==> src/hw/rtl/slab_bitmap_slot_allocator_unit_defines.svh <==
// Assertion helpers for the allocator RTL.
// Each macro expects signals named clk and arst_n in the enclosing module.
`ifndef SLAB_BITMAP_SLOT_ALLOCATOR_UNIT_DEFINES_SVH
`define SLAB_BITMAP_SLOT_ALLOCATOR_UNIT_DEFINES_SVH

// Consequent must hold in the same cycle as the antecedent.
`define SBSA_ASSERT_NOW(lbl, ante, cons, msg) \
	lbl: assert property (@(posedge clk) disable iff (!arst_n) (ante) |-> (cons)) \
		else $error(msg);

// Consequent must hold in the cycle after the antecedent.
`define SBSA_ASSERT_NEXT(lbl, ante, cons, msg) \
	lbl: assert property (@(posedge clk) disable iff (!arst_n) (ante) |=> (cons)) \
		else $error(msg);

`endif

==> src/hw/rtl/sbsa_pkg.sv <==
`timescale 1ns / 1ps
`default_nettype none

package sbsa_pkg;

	localparam int unsigned BitmapWordsDef = 64;
	localparam int unsigned PageBytes      = 4096;

	localparam int unsigned OffsetW  = 12;
	localparam int unsigned CountW   = 12;
	localparam int unsigned OrderW   = 4;
	localparam int unsigned CfgIdxW  = 1;
	localparam int unsigned CfgDataW = 12;

	localparam logic [CountW-1:0] ObjectsReset = 12'd64;
	localparam logic [OrderW-1:0] OrderReset   = 4'd0;

	localparam logic [CfgIdxW-1:0] CFG_OBJECTS = 1'b0;
	localparam logic [CfgIdxW-1:0] CFG_ORDER   = 1'b1;

	localparam logic FUNC_ALLOC = 1'b0;
	localparam logic FUNC_FREE  = 1'b1;

	typedef struct packed {
		logic capture;
		logic scan;
		logic pick;
		logic modify;
		logic load_out;
	} sbsa_cmd_t;

	typedef struct packed {
		logic out_blocked;
	} sbsa_stat_t;

endpackage

`default_nettype wire

==> src/hw/rtl/sbsa_ctrl.sv <==
`timescale 1ns / 1ps
`default_nettype none

`include "slab_bitmap_slot_allocator_unit_defines.svh"

module sbsa_ctrl
	import sbsa_pkg::*;
(
	input  wire logic       clk,
	input  wire logic       arst_n,
	input  wire logic       in_valid,
	output logic            in_ready,
	input  wire logic       in_func,
	output sbsa_cmd_t       cmd,
	input  wire sbsa_stat_t stat
);

	typedef enum logic [4:0] {
		ST_IDLE   = 5'b00001,
		ST_SCAN   = 5'b00010,
		ST_PICK   = 5'b00100,
		ST_MODIFY = 5'b01000,
		ST_STATUS = 5'b10000
	} state_t;

	state_t state_q, state_d;
	logic   accept;

	assign in_ready = (state_q == ST_IDLE);
	assign accept   = in_valid && in_ready;

	always_comb begin
		cmd.capture  = accept;
		cmd.scan     = (state_q == ST_SCAN);
		cmd.pick     = (state_q == ST_PICK);
		cmd.modify   = (state_q == ST_MODIFY);
		cmd.load_out = (state_q == ST_STATUS) && !stat.out_blocked;
	end

	always_comb begin
		state_d = state_q;
		case (state_q)
			ST_IDLE: begin
				if (accept) begin
					// A free goes straight to the word read; only allocates search.
					state_d = (in_func == FUNC_FREE) ? ST_PICK : ST_SCAN;
				end
			end
			ST_SCAN:   state_d = ST_PICK;
			ST_PICK:   state_d = ST_MODIFY;
			ST_MODIFY: state_d = ST_STATUS;
			ST_STATUS: begin
				if (!stat.out_blocked) begin
					state_d = ST_IDLE;
				end
			end
			default:   state_d = ST_IDLE;
		endcase
	end

	always_ff @(posedge clk or negedge arst_n) begin
		if (!arst_n) begin
			state_q <= ST_IDLE;
		end else begin
			state_q <= state_d;
		end
	end

	`SBSA_ASSERT_NEXT(a_alloc_scans, accept && (in_func == FUNC_ALLOC), state_q == ST_SCAN, "allocate did not start the search")
	`SBSA_ASSERT_NEXT(a_free_reads, accept && (in_func == FUNC_FREE), state_q == ST_PICK, "free did not go to the word read")
	`SBSA_ASSERT_NEXT(a_modify_then_status, state_q == ST_MODIFY, state_q == ST_STATUS, "status step skipped after update")
	`SBSA_ASSERT_NOW(a_no_overwrite, cmd.load_out, !stat.out_blocked, "result register overwritten while held")

endmodule

`default_nettype wire

==> config.mk <==
export PLATFORM = sky130hd
export DESIGN_NAME = sbsa_ctrl
export DESIGN_NICKNAME = d
export VERILOG_FILES = /design/src/hw/rtl/sbsa_pkg.sv /design/src/hw/rtl/sbsa_ctrl.sv
export VERILOG_INCLUDE_DIRS = /design/src /design/src/hw/rtl
export SDC_FILE = /design/constraint.sdc
export NUM_CORES = 1
export LEC_CHECK = 0
export ABC_AREA = 1
export BUFFER_PORTS_ARGS = -buffer_cell sky130_fd_sc_hd__buf_2
export CORE_MARGIN = 2
export CORE_UTILIZATION = 25
export DETAILED_ROUTE_END_ITERATION = 12
export GPL_ROUTABILITY_DRIVEN = 0
export PLACE_DENSITY = 0.55
export SYNTH_ARGS = -nofsm -noshare
export SYNTH_HDL_FRONTEND = slang
export SYNTH_SLANG_ARGS = --single-unit
==> constraint.sdc <==
create_clock -name clk -period 1.7 [get_ports clk]
set_clock_uncertainty 0.2 [all_clocks]
set_input_delay 0.085 -clock clk [delete_from_list [all_inputs] [get_ports clk]]
set_output_delay 0.085 -clock clk [all_outputs]
set_load 0.01 [all_outputs]
==> flow_summary.json <==
{
  "netlist_instances": 47,
  "ctsResizeCount": 0,
  "ys_types": 18,
  "fp.dieW_microns": 40.6,
  "drv_slew": 0,
  "cts_sinks": 5,
  "total_power_uw": 742,
  "cp_data_required_time_ns": 1.41,
  "fin_nets": 71,
  "syn_area_per_cell_sq_um": 7.11,
  "syn_area_sq_um": 334,
  "cts-root-buf": "clkbuf_4",
  "cts_tree": "yes",
  "power_frac_seq": 0.273,
  "hold_violations": 0,
  "drive_gt1_frac": 0.385,
  "n_antenna_cell": 0,
  "instances_no_fill": 80,
  "io_pins": 11,
  "tns_ns": 0,
  "swShare": 0.450,
  "initial_core_util": 0.263,
  "chipHeight_microns": 40.6,
  "dp.cells": 71,
  "grt_overflow": 0,
  "p_sw_uw": 334,
  "fmax_mhz": 635,
  "endpoint_kind": "output pin",
  "slew_headroom": 0.849,
  "setup_viol_count_final": 0,
  "drc": 0,
  "clockBufferDepth": 2,
  "wl_microns": 669,
  "ys_warn_count": 0,
  "htreeDepth": 1,
  "cts_setup_buffers": 0,
  "port_buffers": 10,
  "worstPathMaxFanout": 5,
  "worstPathArrival_ns": 1.29,
  "max-vdd-ir-drop_uv": 571,
  "die_area_sq_mm": 0.00164,
  "cp-start-kind": "flip-flop",
  "p_comb_frac": 0.542,
  "grt_antenna_before_repair": 0,
  "drt_first_pass_iters": 2,
  "synth.ff_latch_count": 5,
  "pwr_density_cell_mw_per_mm2": 1570,
  "via_per_inst": 4.01,
  "rows": 13,
  "cts_buffers": 3,
  "regMostFlops": "state_q",
  "p_int_uw": 408,
  "fin_ws_ns": 0.125,
  "grt_pass1_wl_microns": 1180,
  "grt_max_degree": 7,
  "reg_top3": "state_q: 5 flops",
  "post_drt_wl_per_cell_microns": 8.36,
  "fillers": 142,
  "core_sq_mm": 0.00127,
  "dr_total_vias": 321,
  "largest_reg_flops": 5,
  "grt_usage": 0.117,
  "grt_pass1_vias": 313,
  "timing.final.crit_share": 0.926,
  "max-cap-violations": 0,
  "worstSkewPairLatency_ns": 0.24,
  "final_util": 0.372,
  "dp_hpwl_microns": 520,
  "postRouteAntennaNets": 0,
  "rsz0062_at_grt": "false",
  "status": "finished, final reports clean",
  "drt_iter0_markers": 6,
  "cts_hold_buf": 5,
  "seq_area_frac_synth": 0.378,
  "syn-num-nets": 52,
  "p_leak_nw": 0.273,
  "place_ws_ns": 0.387,
  "syn2layout_area_growth_pct": 41.2,
  "setup.worst_path.class": "flip-flop to output pin",
  "worstHoldPathType": "primary input to async pin",
  "tightest_slew_ns": 0.224,
  "clkTransAtPathRegs_ns": 0.04,
  "clkPwrFrac": 0.185,
  "period_needed_ns": 1.57
}
metrics by stage:
| step | hold slack (ns) | cell area, sq um |
|---|---|---|
| floorplan | -0.411 | 334 |
| global placement | -0.299 | 395 |
| detailed placement | -0.293 | 395 |
| CTS | 0.113 | 472 |
| global route | 0.129 | 472 |
| finish | 0.117 | 472 |
power by group through the flow:
stage / clock (mW) / sequential [mW] / combinational, mW
3_3_place_gp: 0 / 0.206 / 0.392
6_report: 0.138 / 0.203 / 0.402
4_1_cts: 0.143 / 0.203 / 0.409
5_1_grt: 0.152 / 0.207 / 0.462
3_5_place_dp: 0 / 0.205 / 0.398
2_1_floorplan: 0 / 0.200 / 0.320
cells in the final DEF (no fill, tap or decap), types with 2 or more instances in the layout:
master / count
buf_2: 10
clkbuf_4: 3
dfrtp_1: 4
dlygate4sd3_1: 5
inv_1: 6
inv_2: 5
nand2_1: 5
nand2_2: 2
nand3_1: 2
nor2_1: 10
nor4_1: 2
o21ai_0: 2
worst max-delay path, cell delays in order (launching register included):
cell and delay [ns]:
dfstp_2 0.54, inv_2 0.05, nor2_2 0.13, nand2_2 0.11, nor2_1 0.09, buf_2 0.13
cells in the mapped netlist:
| cell | instances | area [sq um] |
|---|---|---|
| nor4_1 | 2 | 12.5 |
| nand3_1 | 2 | 10.0 |
| nand2_4 | 1 | 11.3 |
| o21ai_0 | 2 | 10.0 |
| nand2_2 | 2 | 12.5 |
| nand4_1 | 1 | 6.26 |
| o21ai_1 | 1 | 5.00 |
| dfstp_2 | 1 | 26.3 |
| nor2_2 | 1 | 6.26 |
| dfrtp_1 | 4 | 100 |
| inv_1 | 6 | 22.5 |
| buf_4 | 1 | 7.51 |
| nor2_1 | 10 | 37.5 |
| inv_2 | 5 | 18.8 |
| nor3_2 | 1 | 10.0 |
| nand2_1 | 5 | 18.8 |
| nor2_4 | 1 | 11.3 |
| o21bai_1 | 1 | 7.51 |
kinds of logic (layout without fill, tap and decap cells):
family                 Yosys count  count (layout)  synth area share
AND/OR/NAND/NOR                 26              26             0.408
buffers and inverters           12              30             0.146
flip-flops                       5               5             0.378
AO/OA/AOI/OAI                    4               4            0.0674
per-layer routing:
layer  GRT usage  wire [microns]
met4       0.125              15
met5           0               0
met3      0.0333              22
met2       0.171             301
met1       0.129             329
worst paths after layout:
kind / from / to / slack, ns / cells after the start
setup / recovery: state_q[0] / cmd[4] / 0.13 / 5
hold / removal: arst_n / state_q[0] / 0.12 / 2
setup reg to reg: state_q[0] / state_q[2] / 0.39 / 5
hold reg to reg: state_q[3] / state_q[3] / 0.29 / 1
max in group asynchronous: arst_n / state_q[4] / 0.56 / 3
min in group clk: state_q[3] / state_q[3] / 0.29 / 1
cell type report:
| cell class | count | area, sq um | share of cell area |
|---|---|---|---|
| clock buffer | 4 | 26.3 | 0.0557 |
| inverter | 11 | 41.3 | 0.0875 |
| multi-input combinational | 30 | 159 | 0.337 |
| sequential | 5 | 126 | 0.268 |
| tap | 15 | 18.8 | 0.0398 |
| timing repair buffer | 15 | 100 | 0.212 |
Note: power is estimated with default switching activity, not from simulation.
